$ cat src/avradd_pkg.sv
// Shared types, opcode patterns and decode helpers for the AVR add-group execute unit.
// No dependencies; every other file in src except avradd_ram uses this package.
package avradd_pkg;

   localparam int INSTR_W    = 16;
   localparam int BYTE_W     = 8;
   localparam int REG_COUNT  = 32;
   localparam int REG_AW     = $clog2(REG_COUNT);
   localparam int BANK_DEPTH = REG_COUNT / 2;

   localparam logic [INSTR_W-1:0] ADD_MASK   = 16'b1111110000000000;
   localparam logic [INSTR_W-1:0] ADD_MATCH  = 16'b0000110000000000;
   localparam logic [INSTR_W-1:0] ADC_MATCH  = 16'b0001110000000000;
   localparam logic [INSTR_W-1:0] ADIW_MASK  = 16'b1111111100000000;
   localparam logic [INSTR_W-1:0] ADIW_MATCH = 16'b1001011000000000;

   // ADIW pairs start at r24: address is 11dd0
   localparam logic [1:0] PAIR_BASE = 2'b11;

   typedef enum logic [1:0] {
      OP_NONE,
      OP_ADD,
      OP_ADC,
      OP_ADIW
   } op_type;

   typedef struct packed {
      logic h;
      logic s;
      logic v;
      logic n;
      logic z;
      logic c;
   } flags_type;

   // Register file writes from one instruction: one byte, or a low/high pair
   typedef struct packed {
      logic              lo_en;
      logic [REG_AW-1:0] lo_addr;
      logic [BYTE_W-1:0] lo_data;
      logic              hi_en;
      logic [REG_AW-1:0] hi_addr;
      logic [BYTE_W-1:0] hi_data;
   } wr_type;

   typedef struct packed {
      logic              recognized;
      logic [REG_AW-1:0] dest_index;
      logic [BYTE_W-1:0] low_byte;
      logic [BYTE_W-1:0] high_byte;
      logic              wide;
      flags_type         flags;
   } result_type;

   function automatic op_type decode_op(input logic [INSTR_W-1:0] instr);
      op_type op;
      priority if ((instr & ADD_MASK) == ADD_MATCH) begin
         op = OP_ADD;
      end else if ((instr & ADD_MASK) == ADC_MATCH) begin
         op = OP_ADC;
      end else if ((instr & ADIW_MASK) == ADIW_MATCH) begin
         op = OP_ADIW;
      end else begin
         op = OP_NONE;
      end
      return op;
   endfunction

   // First operand: Rd, or the low register of the ADIW pair
   function automatic logic [REG_AW-1:0] operand_a_addr(input logic [INSTR_W-1:0] instr,
                                                        input op_type op);
      logic [REG_AW-1:0] addr;
      if (op == OP_ADIW) begin
         addr = {PAIR_BASE, instr[5:4], 1'b0};
      end else begin
         addr = {instr[8], instr[7:4]};
      end
      return addr;
   endfunction

   // Second operand: Rr, or the high register of the ADIW pair
   function automatic logic [REG_AW-1:0] operand_b_addr(input logic [INSTR_W-1:0] instr,
                                                        input op_type op);
      logic [REG_AW-1:0] addr;
      if (op == OP_ADIW) begin
         addr = {PAIR_BASE, instr[5:4], 1'b1};
      end else begin
         addr = {instr[9], instr[3:0]};
      end
      return addr;
   endfunction

endpackage

$ cat src/avradd_ram.sv
// Generic RAM: one write port, two read ports with registered read data.
// No dependencies.
module avradd_ram #(
   parameter int WIDTH = 8,
   parameter int DEPTH = 16
) (
   input  logic                     clock,
   input  logic                     wr_en,
   input  logic [$clog2(DEPTH)-1:0] wr_addr,
   input  logic [WIDTH-1:0]         wr_data,
   input  logic                     rd_en,
   input  logic [$clog2(DEPTH)-1:0] rd_addr_a,
   input  logic [$clog2(DEPTH)-1:0] rd_addr_b,
   output logic [WIDTH-1:0]         rd_data_a,
   output logic [WIDTH-1:0]         rd_data_b
);

   logic [WIDTH-1:0] mem_ff [DEPTH];

   always_ff @(posedge clock) begin
      if (wr_en) begin
         mem_ff[wr_addr] <= wr_data;
      end
   end

   // Read during write returns the old contents
   always_ff @(posedge clock) begin
      if (rd_en) begin
         rd_data_a <= mem_ff[rd_addr_a];
         rd_data_b <= mem_ff[rd_addr_b];
      end
   end

endmodule

$ cat src/avradd_regfile.sv
// 32 x 8 register file: even and odd banks, per-register valid bits for reset-to-zero,
// and bypass of the last write. Depends on avradd_pkg and avradd_ram.
module avradd_regfile (
   input  logic                                clock,
   input  logic                                reset,
   input  logic                                rd_en,
   input  logic [avradd_pkg::REG_AW-1:0]       rd_addr_a,
   input  logic [avradd_pkg::REG_AW-1:0]       rd_addr_b,
   input  avradd_pkg::wr_type                  wr,
   output logic [avradd_pkg::BYTE_W-1:0]       opnd_a,
   output logic [avradd_pkg::BYTE_W-1:0]       opnd_b
);
   import avradd_pkg::*;

   localparam int ROW_W = REG_AW - 1;

   logic              even_wr_en, odd_wr_en;
   logic [ROW_W-1:0]  even_wr_addr, odd_wr_addr;
   logic [BYTE_W-1:0] even_wr_data, odd_wr_data;
   logic [BYTE_W-1:0] even_a, even_b, odd_a, odd_b;

   logic [REG_COUNT-1:0] valid_ff, valid_in;
   logic [REG_AW-1:0]    a_addr_ff, b_addr_ff;
   logic                 a_valid_ff, b_valid_ff;

   logic                 fwd_lo_en_ff, fwd_hi_en_ff;
   logic [REG_AW-1:0]    fwd_lo_addr_ff, fwd_hi_addr_ff;
   logic [BYTE_W-1:0]    fwd_lo_data_ff, fwd_hi_data_ff;

   // Route each written byte to the bank that holds it
   always_comb begin
      even_wr_en   = 1'b0;
      even_wr_addr = '0;
      even_wr_data = '0;
      odd_wr_en    = 1'b0;
      odd_wr_addr  = '0;
      odd_wr_data  = '0;
      if (wr.lo_en && !wr.lo_addr[0]) begin
         even_wr_en   = 1'b1;
         even_wr_addr = wr.lo_addr[REG_AW-1:1];
         even_wr_data = wr.lo_data;
      end
      if (wr.lo_en && wr.lo_addr[0]) begin
         odd_wr_en   = 1'b1;
         odd_wr_addr = wr.lo_addr[REG_AW-1:1];
         odd_wr_data = wr.lo_data;
      end
      if (wr.hi_en && !wr.hi_addr[0]) begin
         even_wr_en   = 1'b1;
         even_wr_addr = wr.hi_addr[REG_AW-1:1];
         even_wr_data = wr.hi_data;
      end
      if (wr.hi_en && wr.hi_addr[0]) begin
         odd_wr_en   = 1'b1;
         odd_wr_addr = wr.hi_addr[REG_AW-1:1];
         odd_wr_data = wr.hi_data;
      end
   end

   avradd_ram #(
      .WIDTH (BYTE_W),
      .DEPTH (BANK_DEPTH)
   ) u_even_bank (
      .clock     (clock),
      .wr_en     (even_wr_en),
      .wr_addr   (even_wr_addr),
      .wr_data   (even_wr_data),
      .rd_en     (rd_en),
      .rd_addr_a (rd_addr_a[REG_AW-1:1]),
      .rd_addr_b (rd_addr_b[REG_AW-1:1]),
      .rd_data_a (even_a),
      .rd_data_b (even_b)
   );

   avradd_ram #(
      .WIDTH (BYTE_W),
      .DEPTH (BANK_DEPTH)
   ) u_odd_bank (
      .clock     (clock),
      .wr_en     (odd_wr_en),
      .wr_addr   (odd_wr_addr),
      .wr_data   (odd_wr_data),
      .rd_en     (rd_en),
      .rd_addr_a (rd_addr_a[REG_AW-1:1]),
      .rd_addr_b (rd_addr_b[REG_AW-1:1]),
      .rd_data_a (odd_a),
      .rd_data_b (odd_b)
   );

   always_comb begin
      valid_in = valid_ff;
      if (wr.lo_en) begin
         valid_in[wr.lo_addr] = 1'b1;
      end
      if (wr.hi_en) begin
         valid_in[wr.hi_addr] = 1'b1;
      end
   end

   always_ff @(posedge clock) begin
      if (reset) begin
         valid_ff     <= '0;
         fwd_lo_en_ff <= 1'b0;
         fwd_hi_en_ff <= 1'b0;
      end else begin
         valid_ff <= valid_in;
         if (wr.lo_en || wr.hi_en) begin
            fwd_lo_en_ff <= wr.lo_en;
            fwd_hi_en_ff <= wr.hi_en;
         end
      end
   end

   always_ff @(posedge clock) begin
      if (wr.lo_en || wr.hi_en) begin
         fwd_lo_addr_ff <= wr.lo_addr;
         fwd_lo_data_ff <= wr.lo_data;
         fwd_hi_addr_ff <= wr.hi_addr;
         fwd_hi_data_ff <= wr.hi_data;
      end
      if (rd_en) begin
         a_addr_ff  <= rd_addr_a;
         b_addr_ff  <= rd_addr_b;
         a_valid_ff <= valid_ff[rd_addr_a];
         b_valid_ff <= valid_ff[rd_addr_b];
      end
   end

   // The write landing on the read edge is missed by the bank; bypass it
   function automatic logic [BYTE_W-1:0] pick(input logic [REG_AW-1:0] addr,
                                              input logic              valid,
                                              input logic [BYTE_W-1:0] even_d,
                                              input logic [BYTE_W-1:0] odd_d,
                                              input logic              lo_en,
                                              input logic [REG_AW-1:0] lo_addr,
                                              input logic [BYTE_W-1:0] lo_data,
                                              input logic              hi_en,
                                              input logic [REG_AW-1:0] hi_addr,
                                              input logic [BYTE_W-1:0] hi_data);
      logic [BYTE_W-1:0] data;
      priority if (hi_en && hi_addr == addr) begin
         data = hi_data;
      end else if (lo_en && lo_addr == addr) begin
         data = lo_data;
      end else if (!valid) begin
         data = '0;
      end else if (addr[0]) begin
         data = odd_d;
      end else begin
         data = even_d;
      end
      return data;
   endfunction

   assign opnd_a = pick(a_addr_ff, a_valid_ff, even_a, odd_a,
                        fwd_lo_en_ff, fwd_lo_addr_ff, fwd_lo_data_ff,
                        fwd_hi_en_ff, fwd_hi_addr_ff, fwd_hi_data_ff);
   assign opnd_b = pick(b_addr_ff, b_valid_ff, even_b, odd_b,
                        fwd_lo_en_ff, fwd_lo_addr_ff, fwd_lo_data_ff,
                        fwd_hi_en_ff, fwd_hi_addr_ff, fwd_hi_data_ff);

endmodule

$ cat src/avradd_alu.sv
// Add datapath for ADD, ADC and ADIW: sum, new flags and register file writes.
// Depends on avradd_pkg.
module avradd_alu (
   input  logic                               exec,
   input  logic [avradd_pkg::INSTR_W-1:0]     instruction,
   input  logic [avradd_pkg::BYTE_W-1:0]      opnd_a,
   input  logic [avradd_pkg::BYTE_W-1:0]      opnd_b,
   input  avradd_pkg::flags_type              flags_cur,
   output avradd_pkg::result_type             result,
   output avradd_pkg::wr_type                 wr
);
   import avradd_pkg::*;

   op_type              op;
   logic                cin;
   logic [BYTE_W:0]     sum9;
   logic [BYTE_W-1:0]   res8;
   logic [2*BYTE_W-1:0] old16, imm16, res16;
   logic                a3, b3, r3, a7, b7, r7, o15, r15;
   logic                byte_v, word_v;

   always_comb begin
      op    = decode_op(instruction);
      cin   = (op == OP_ADC) ? flags_cur.c : 1'b0;
      sum9  = {1'b0, opnd_a} + {1'b0, opnd_b} + {{BYTE_W{1'b0}}, cin};
      res8  = sum9[BYTE_W-1:0];
      a3    = opnd_a[3];
      b3    = opnd_b[3];
      r3    = res8[3];
      a7    = opnd_a[BYTE_W-1];
      b7    = opnd_b[BYTE_W-1];
      r7    = res8[BYTE_W-1];
      byte_v = (a7 & b7 & ~r7) | (~a7 & ~b7 & r7);

      // ADIW immediate is KK:KKKK from bits 7:6 and 3:0
      old16 = {opnd_b, opnd_a};
      imm16 = {{(2*BYTE_W-6){1'b0}}, instruction[7:6], instruction[3:0]};
      res16 = old16 + imm16;
      o15   = old16[2*BYTE_W-1];
      r15   = res16[2*BYTE_W-1];
      word_v = ~o15 & r15;
   end

   always_comb begin
      result            = '0;
      result.flags      = flags_cur;
      wr                = '0;
      unique case (op)
         OP_ADD, OP_ADC: begin
            result.recognized = 1'b1;
            result.dest_index = {instruction[8], instruction[7:4]};
            result.low_byte   = res8;
            result.flags.h    = (a3 & b3) | (b3 & ~r3) | (~r3 & a3);
            result.flags.v    = byte_v;
            result.flags.n    = r7;
            result.flags.s    = r7 ^ byte_v;
            result.flags.z    = (res8 == '0);
            result.flags.c    = (a7 & b7) | (b7 & ~r7) | (~r7 & a7);
            wr.lo_en          = exec;
            wr.lo_addr        = result.dest_index;
            wr.lo_data        = res8;
         end
         OP_ADIW: begin
            result.recognized = 1'b1;
            result.dest_index = {PAIR_BASE, instruction[5:4], 1'b0};
            result.low_byte   = res16[BYTE_W-1:0];
            result.high_byte  = res16[2*BYTE_W-1:BYTE_W];
            result.wide       = 1'b1;
            result.flags.v    = word_v;
            result.flags.n    = r15;
            result.flags.s    = r15 ^ word_v;
            result.flags.z    = (res16 == '0);
            result.flags.c    = ~r15 & o15;
            wr.lo_en          = exec;
            wr.lo_addr        = result.dest_index;
            wr.lo_data        = res16[BYTE_W-1:0];
            wr.hi_en          = exec;
            wr.hi_addr        = {PAIR_BASE, instruction[5:4], 1'b1};
            wr.hi_data        = res16[2*BYTE_W-1:BYTE_W];
         end
         OP_NONE: begin
            result.recognized = 1'b0;
         end
         default: begin
            result.recognized = 1'b0;
         end
      endcase
   end

endmodule

$ cat src/avr_add_adc_adiw_execute.sv
// Top level of the AVR add-group execute unit (ADD, ADC, ADIW).
// Depends on avradd_pkg, avradd_regfile and avradd_alu.
//
//   channel   direction   ports                         transfer when
//   req       in          req_instruction               req_valid && req_ready
//   rsp       out         rsp_recognized .. rsp_flag_h  rsp_valid && rsp_ready
//
// One instruction per cycle sustained while rsp_ready stays high. The register banks are read
// on the req transfer into the execute stage, whose add and flag logic lands in the output
// register, which drives rsp_valid.
// Synchronous reset clears the flags and marks all 32 registers as zero at once.
// A stalled rsp holds the output register; the execute stage then holds too and
// req_ready drops only when both are full.
module avr_add_adc_adiw_execute (
   input  logic                             clock,
   input  logic                             reset,
   input  logic                             req_valid,
   output logic                             req_ready,
   input  logic [avradd_pkg::INSTR_W-1:0]   req_instruction,
   output logic                             rsp_valid,
   input  logic                             rsp_ready,
   output logic                             rsp_recognized,
   output logic [avradd_pkg::REG_AW-1:0]    rsp_dest_index,
   output logic [avradd_pkg::BYTE_W-1:0]    rsp_low_byte,
   output logic [avradd_pkg::BYTE_W-1:0]    rsp_high_byte,
   output logic                             rsp_wide,
   output logic                             rsp_flag_c,
   output logic                             rsp_flag_z,
   output logic                             rsp_flag_n,
   output logic                             rsp_flag_v,
   output logic                             rsp_flag_s,
   output logic                             rsp_flag_h
);
   import avradd_pkg::*;

   logic               accept, exec;
   op_type             req_op;
   logic [REG_AW-1:0]  rd_addr_a, rd_addr_b;

   logic               s1_valid_ff, s1_valid_in;
   logic [INSTR_W-1:0] s1_instr_ff;
   logic               rsp_valid_ff, rsp_valid_in;
   result_type         rsp_data_ff;
   flags_type          flags_ff, flags_in;

   logic [BYTE_W-1:0]  opnd_a, opnd_b;
   result_type         alu_result;
   wr_type             wr;

   // Execute stage retires into the output register when that register is free
   assign exec      = s1_valid_ff && (!rsp_valid_ff || rsp_ready);
   assign req_ready = !s1_valid_ff || exec;
   assign accept    = req_valid && req_ready;

   always_comb begin
      req_op    = decode_op(req_instruction);
      rd_addr_a = operand_a_addr(req_instruction, req_op);
      rd_addr_b = operand_b_addr(req_instruction, req_op);
   end

   avradd_regfile u_regfile (
      .clock     (clock),
      .reset     (reset),
      .rd_en     (accept),
      .rd_addr_a (rd_addr_a),
      .rd_addr_b (rd_addr_b),
      .wr        (wr),
      .opnd_a    (opnd_a),
      .opnd_b    (opnd_b)
   );

   avradd_alu u_alu (
      .exec        (exec),
      .instruction (s1_instr_ff),
      .opnd_a      (opnd_a),
      .opnd_b      (opnd_b),
      .flags_cur   (flags_ff),
      .result      (alu_result),
      .wr          (wr)
   );

   always_comb begin
      s1_valid_in  = accept ? 1'b1 : (exec ? 1'b0 : s1_valid_ff);
      rsp_valid_in = exec ? 1'b1 : (rsp_ready ? 1'b0 : rsp_valid_ff);
      flags_in     = exec ? alu_result.flags : flags_ff;
   end

   always_ff @(posedge clock) begin
      if (reset) begin
         s1_valid_ff  <= 1'b0;
         rsp_valid_ff <= 1'b0;
         flags_ff     <= '0;
      end else begin
         s1_valid_ff  <= s1_valid_in;
         rsp_valid_ff <= rsp_valid_in;
         flags_ff     <= flags_in;
      end
   end

   always_ff @(posedge clock) begin
      if (accept) begin
         s1_instr_ff <= req_instruction;
      end
      if (exec) begin
         rsp_data_ff <= alu_result;
      end
   end

   assign rsp_valid      = rsp_valid_ff;
   assign rsp_recognized = rsp_data_ff.recognized;
   assign rsp_dest_index = rsp_data_ff.dest_index;
   assign rsp_low_byte   = rsp_data_ff.low_byte;
   assign rsp_high_byte  = rsp_data_ff.high_byte;
   assign rsp_wide       = rsp_data_ff.wide;
   assign rsp_flag_c     = rsp_data_ff.flags.c;
   assign rsp_flag_z     = rsp_data_ff.flags.z;
   assign rsp_flag_n     = rsp_data_ff.flags.n;
   assign rsp_flag_v     = rsp_data_ff.flags.v;
   assign rsp_flag_s     = rsp_data_ff.flags.s;
   assign rsp_flag_h     = rsp_data_ff.flags.h;

endmodule

$ cat config.mk
export PLATFORM = sky130hd
export DESIGN_NAME = avr_add_adc_adiw_execute
export DESIGN_NICKNAME = d
export VERILOG_FILES = /design/src/avradd_pkg.sv /design/src/avradd_ram.sv /design/src/avradd_regfile.sv /design/src/avradd_alu.sv /design/src/avr_add_adc_adiw_execute.sv
export SDC_FILE = /design/constraint.sdc
export NUM_CORES = 1
export LEC_CHECK = 0
export BUFFER_PORTS_ARGS = -buffer_cell sky130_fd_sc_hd__buf_2
export CELL_PAD_IN_SITES_DETAIL_PLACEMENT = 1
export CELL_PAD_IN_SITES_GLOBAL_PLACEMENT = 1
export CORE_MARGIN = 10
export CORE_UTILIZATION = 50
export CTS_CLUSTER_SIZE = 14
export DETAILED_ROUTE_END_ITERATION = 7
export PLACE_DENSITY = 0.8
export SLEW_MARGIN = 20
export SYNTH_ARGS = -nofsm -noshare
export SYNTH_HDL_FRONTEND = slang
export SYNTH_HIERARCHICAL = 1
export SYNTH_SLANG_ARGS = --single-unit
export TNS_END_PERCENT = 1
$ cat constraint.sdc
create_clock -name clock -period 10 [get_ports clock]
set_input_delay 2.5 -clock clock [delete_from_list [all_inputs] [get_ports clock]]
set_output_delay 2.5 -clock clock [all_outputs]
set_load 0.01 [all_outputs]
* Yosys cells after proc, flatten, opt, wreduce, memory -nomap -nowiden
Memories as Yosys holds them, arrays and structs flattened. A register that Yosys moved wholly into a read port is not among the register bits.
Cells that the tools add are included.
** Storage, ports and cells
- Register bits :: 125
- Bits of input ports :: 20
- Output and inout bits :: 31
- RAM bits :: 256
- Memories :: 2
- Logic and storage cells :: 161
** Memory list
- u_regfile.u_even_bank.mem_ff :: words 16, bits a word 8, rd ports 2, clocked after memory_dff 2, wr ports 1, RTL line avradd_ram.sv:18 : logic [WIDTH-1:0] mem_ff [DEPTH];
- u_regfile.u_odd_bank.mem_ff :: words 16, bits a word 8, rd ports 2, clocked after memory_dff 2, wr ports 1, RTL line avradd_ram.sv:18
** Cells by class
- Equality and inequality tests :: 14
- Bitwise gates (word level) :: 25
- Reduce and logical (&&, ||, !) cells :: 26
- Muxes and demuxes :: 54
- Add/sub/neg operators :: 3
- $lt $le $gt $ge :: 6
** Operators by type and width (count)
- $mux W8 :: 12
- $mux W32 :: 2
- $or A32 B32 Y32 :: 2
- $pmux W14 S2 :: 1
- $pmux W13 S2 :: 1
- $lt A5 B6 Y1 const B :: 4
- $eq A5 B5 Y1 :: 4
- $mux W1 :: 19
- $add A16 B6 Y16 :: 1
- $eq A8 B8 Y1 const B :: 2
- $logic_not A16 Y1 :: 1
- $mux W4 :: 4
- $mux W14 :: 1
- $eq A6 B2 Y1 const B :: 2
- $eq A6 B3 Y1 const B :: 2
- $logic_and A1 B1 Y1 :: 12
- $mux W2 :: 6
- $and A1 B1 Y1 :: 11
- $bmux W1 S5 :: 2
- $demux W1 S5 :: 2
- $ge A5 B1 Y1 const B :: 2
- $mux W5 :: 2
- $pmux W5 S2 :: 1
- $add A8 B1 Y8 :: 1
- 14 further kinds :: 31

* Logic depth before layout (Yosys ltp)
- Depth in word-level cells :: 16
- Depth in mapped cells :: 21
- Gate-level depth less buffers :: 21

* Modules after synthesis
Netlist, hierarchy kept.
** By module, submodules not included
- avradd_ram (u_regfile.u_odd_bank) :: instances 1, cells each 307, area each 6506.2 um^2, seq. area each 4324.1 um^2
- avradd_ram (u_regfile.u_even_bank) :: instances 1, cells each 307, area each 6505.0 um^2, seq. area each 4324.1 um^2
- avradd_regfile :: instances 1, cells each 425, area each 4221.5 um^2, seq. area each 1821.7 um^2
- avr_add_adc_adiw_execute :: instances 1, cells each 96, area each 1796.7 um^2, seq. area each 1511.4 um^2
- avradd_alu :: instances 1, cells each 224, area each 1636.6 um^2, seq. area each 0.0 um^2

* Worst setup path before layout
No wires, ideal clock.
- Kind :: input port to flip-flop
- Start :: in rsp_ready
- End :: mem u_regfile.u_odd_bank.mem_ff[0][0] (enable)
- Arrival time :: 6.249 ns
- Buffers on the path :: 3
- Setup time :: 0.383 ns
- Stages on the path :: 11
- Slack :: 3.368 ns
- Data required time :: 9.617 ns
- Path through :: nor2b_1 clkbuf_1 nor2_1 and2_1 and2_1 clkbuf_1 nor2_1 buf_2 a22o_1 or3b_2 nor3_1
** RTL lines
- start: declaration :: RTL line avr_add_adc_adiw_execute.sv:21 : input logic rsp_ready,
- end: declaration :: RTL line avradd_ram.sv:18

==> out/metrics.json <==
{
  "final_layout": {
    "layout_commonest_cell": "edfxtp_1",
    "num_antenna_cells": 0,
    "most_frequent_cells_in_the_layout": "371 x edfxtp_1, 93 x nor2_1, 87 x nand2_1, 76 x a22oi_1, 68 x mux4_2",
    "layout.filler_cells": 3787,
    "post_route_cells_drive_above_1_share": 0.1771,
    "number_of_nets_at_the_end_of_the_flow": 1412,
    "flow.area_growth_from_synthesis_pct": 8.694
  },
  "clocking": {
    "source_to_sink_clock_delay_at_the_later_pin_of_the_worst_skew_pair_ns": 0.59,
    "cts_made_buffers": 45,
    "clock-root-buffer": "clkbuf_16",
    "cts.repair_timing.setup_buffer_count": 0,
    "post_cts_hold_buffer_count": 0,
    "clock_tree.buffer_depth": 3,
    "htree_levels": 2,
    "cts_tree": "yes",
    "tritoncts_num_sinks": 413,
    "cts.reportedPaths.clkPinSlew_ns": 0.06,
    "post_cts.resized_instances": 0
  },
  "timing": {
    "worst-slew-pin-transition_ns": 1.043,
    "fin_tns_setup_ns": 0,
    "final_critical_path_setup_slack_ns": 4.108,
    "fin_crit_sh": 0.5892,
    "layout_min_cycle_time_ns": 5.892,
    "finalHoldViolations": 0,
    "timing_max_transition_violations_final": 0,
    "rsz0062_at_grt": "no",
    "timing.final.setup_violations": 0,
    "final.setup_skew_ns": 0.02276,
    "max_clock_freq_mhz": 169.7,
    "final.hold.worst_slack_ns": 0.4852,
    "slew_headroom": 0.3019
  },
  "global_routing": {
    "first_global_vias": 13500,
    "grt_max_degree": 65,
    "grt_pass1_wl_mm": 88.46,
    "groute.usage.overall": 0.2351,
    "antenna_found_initial": 0,
    "global_route_overflow": 0
  },
  "drt": {
    "detail_route.iter0.violations": 1575,
    "routed_wl_mm": 60.05,
    "drt.antenna.violating_nets": 0,
    "mean_number_of_vias_per_cell": 6.789,
    "drtPass1Iterations": 5,
    "wl_per_cell_um": 31.08,
    "via_count": 13120,
    "drcViolationCount": 0
  },
  "floorplanning": {
    "std_cell_rows": 74,
    "boundary_pins": 51,
    "core-area_mm2": 0.04083,
    "die_h_um": 223.3,
    "die-width_um": 223.3,
    "die-area_mm2": 0.04987,
    "start_util": 0.5061
  },
  "power": {
    "p_per_area_mw_per_mm2": 168.6,
    "leakage_nw": 8.640,
    "vdd.ir_drop.worst_uv": 138.2,
    "pwr_total_mw": 3.787
  },
  "logic_synthesis": {
    "syn_nets": 1404,
    "asyncSetResetFlopFracSynth": 0,
    "syn-mean-instance-area_um2": 15.21,
    "ys.warnings.count": 6,
    "post_synth_instance_area_mm2": 0.02067,
    "synth.yosys.seq_area_share": 0.5798,
    "syn-instance-count": 1359,
    "synth_edf_count": 371,
    "synth-main-ff-cell": "edfxtp_1",
    "ys_ff_latch": 413,
    "ys_types": 82
  },
  "worst_hold_path": {
    "min-delay-path-class": "flop to flop"
  },
  "flow_run": {
    "drv_cap": 0
  },
  "placement": {
    "gp_congestion": 0.9115,
    "pre_cts_slack_ns": 3.541,
    "buffer_ports.inserted": 50,
    "dp.final_hpwl_mm": 40.90
  },
  "worst_setup_path": {
    "path_class": "primary input to flop",
    "critPathArrivalTime_ns": 6.10,
    "crit_path_start_kind": "primary input",
    "critical_path_peak_fanout": 30,
    "worstPathRequired_ns": 10.21,
    "critPathCaptureType": "flop"
  },
  "outcome": {
    "outcome": "completed"
  }
}
-- Yosys cell counts, drive strengths merged, types with 4 or more instances --
| cell type | number | area, um^2 |
|---|---|---|
| o221ai | 8 | 70.07 |
| clkbuf | 21 | 80.07 |
| xor2 | 22 | 200.2 |
| ha | 20 | 250.2 |
| a22o | 22 | 192.7 |
| a21oi | 39 | 210.2 |
| nand3b | 9 | 67.56 |
| and2 | 23 | 145.1 |
| clkdlybuf4s25 | 12 | 120.1 |
| fa | 5 | 100.1 |
| buf | 69 | 503.0 |
| o21a | 9 | 67.56 |
| a211oi | 12 | 100.1 |
| nand2 | 89 | 344.1 |
| or2 | 4 | 25.02 |
| a31oi | 8 | 50.05 |
| or2b | 4 | 31.28 |
| xnor2 | 16 | 140.1 |
| o21ai | 23 | 122.6 |
| nor4 | 7 | 71.31 |
| mux4 | 128 | 3103 |
| inv | 16 | 60.06 |
| and3 | 7 | 43.79 |
| and2b | 4 | 30.03 |
| a22oi | 76 | 570.6 |
| nor3b | 7 | 52.55 |
| nand3 | 19 | 100.1 |
| mux2i | 52 | 520.5 |
| dfxtp | 42 | 840.8 |
| mux2 | 13 | 161.4 |
| nor3 | 22 | 115.1 |
| nor2b | 12 | 75.07 |
| a2bb2oi | 5 | 43.79 |
| a221oi | 12 | 105.1 |
| o22ai | 14 | 87.58 |
| nand2b | 9 | 56.30 |
| nor2 | 95 | 356.6 |
| edfxtp | 371 | 11140 |
-- layer usage --
layer | vias to the layer above | track usage | routed length (um)
li1 | 5499 | - | -
met1 | 6847 | 0.3084 | 24020
met2 | 643 | 0.3887 | 29550
met3 | 128 | 0.03125 | 4237
met4 | 0 | 0.09459 | 2241
met5 | - | 0 | 0
-- through the flow --
| step | std cells | area, um^2 | utilization |
|---|---|---|---|
| floorplan | 1359 | 20670 | - |
| global placement | 1852 | 20990 | 0.5139 |
| detailed placement | 1852 | 21030 | 0.5149 |
| CTS | 1932 | 22460 | 0.5501 |
| global route | 1932 | 22460 | 0.5501 |
| finish | 1932 | 22460 | 0.5501 |
-- critical path, cell delays in order --
cell and delay, ns:
buf_2 0.08, nor2b_1 0.12, nor2_2 0.15, buf_4 0.41
o211a_1 0.37, nand2_1 0.27, nor2_1 0.64, a22o_1 0.52
nand2_1 0.21, nor2_1 0.81
-- sequential cells by signal, indices dropped and copies added, names as in the netlist, 16 cells and up --
signal / cells
s1_instr_ff: 16
u_regfile/u_odd_bank/mem_ff: 128
u_regfile/valid_ff: 32
u_regfile/u_even_bank/mem_ff: 128
-- where the power goes --
group | leakage, nW | switching (mW) | internal (mW)
logic | 3.46 | 0.149 | 0.0873
clock network | 0.700 | 0.684 | 0.963
registers | 4.48 | 0.0198 | 1.88
-- cell families (layout without fill, tap and decap cells) --
family	Yosys count	in the layout	synth area share
buffers and inverters	118	159	0.03693
AND/OR/NAND/NOR	325	325	0.07992
flip-flops	413	413	0.5798
AO/OA/AOI/OAI	247	247	0.08682
adder cells (fa/ha/maj)	25	25	0.01695
XOR/XNOR	38	38	0.01647
multiplexers	193	193	0.1831
-- final timing paths --
| kind | startpoint | endpoint | slack, ns | cells after the start |
|---|---|---|---|---|
| setup / recovery | rsp_ready | u_regfile/u_odd_bank/mem_ff[11][1] | 4.11 | 10 |
| hold / removal | flags_ff[3] | flags_ff[3] | 0.49 | 2 |
| setup reg to reg | u_regfile/b_addr_ff[0] | u_regfile/u_odd_bank/mem_ff[3][7] | 4.22 | 16 |
| hold reg to reg | flags_ff[3] | flags_ff[3] | 0.49 | 2 |
-- area by class of cell --
cell class / count / area [um^2] / area share
clock inverters: 19 / 211.5 / 0.009413
multi-input cells: 828 / 7970 / 0.3548
clock buffers: 61 / 1226 / 0.05459
flip-flops and latches: 413 / 11980 / 0.5334
repair buffers: 63 / 347.8 / 0.01548
inverters: 16 / 60.06 / 0.002674
well taps: 532 / 665.6 / 0.02963
(Power assumes the default switching activity.)
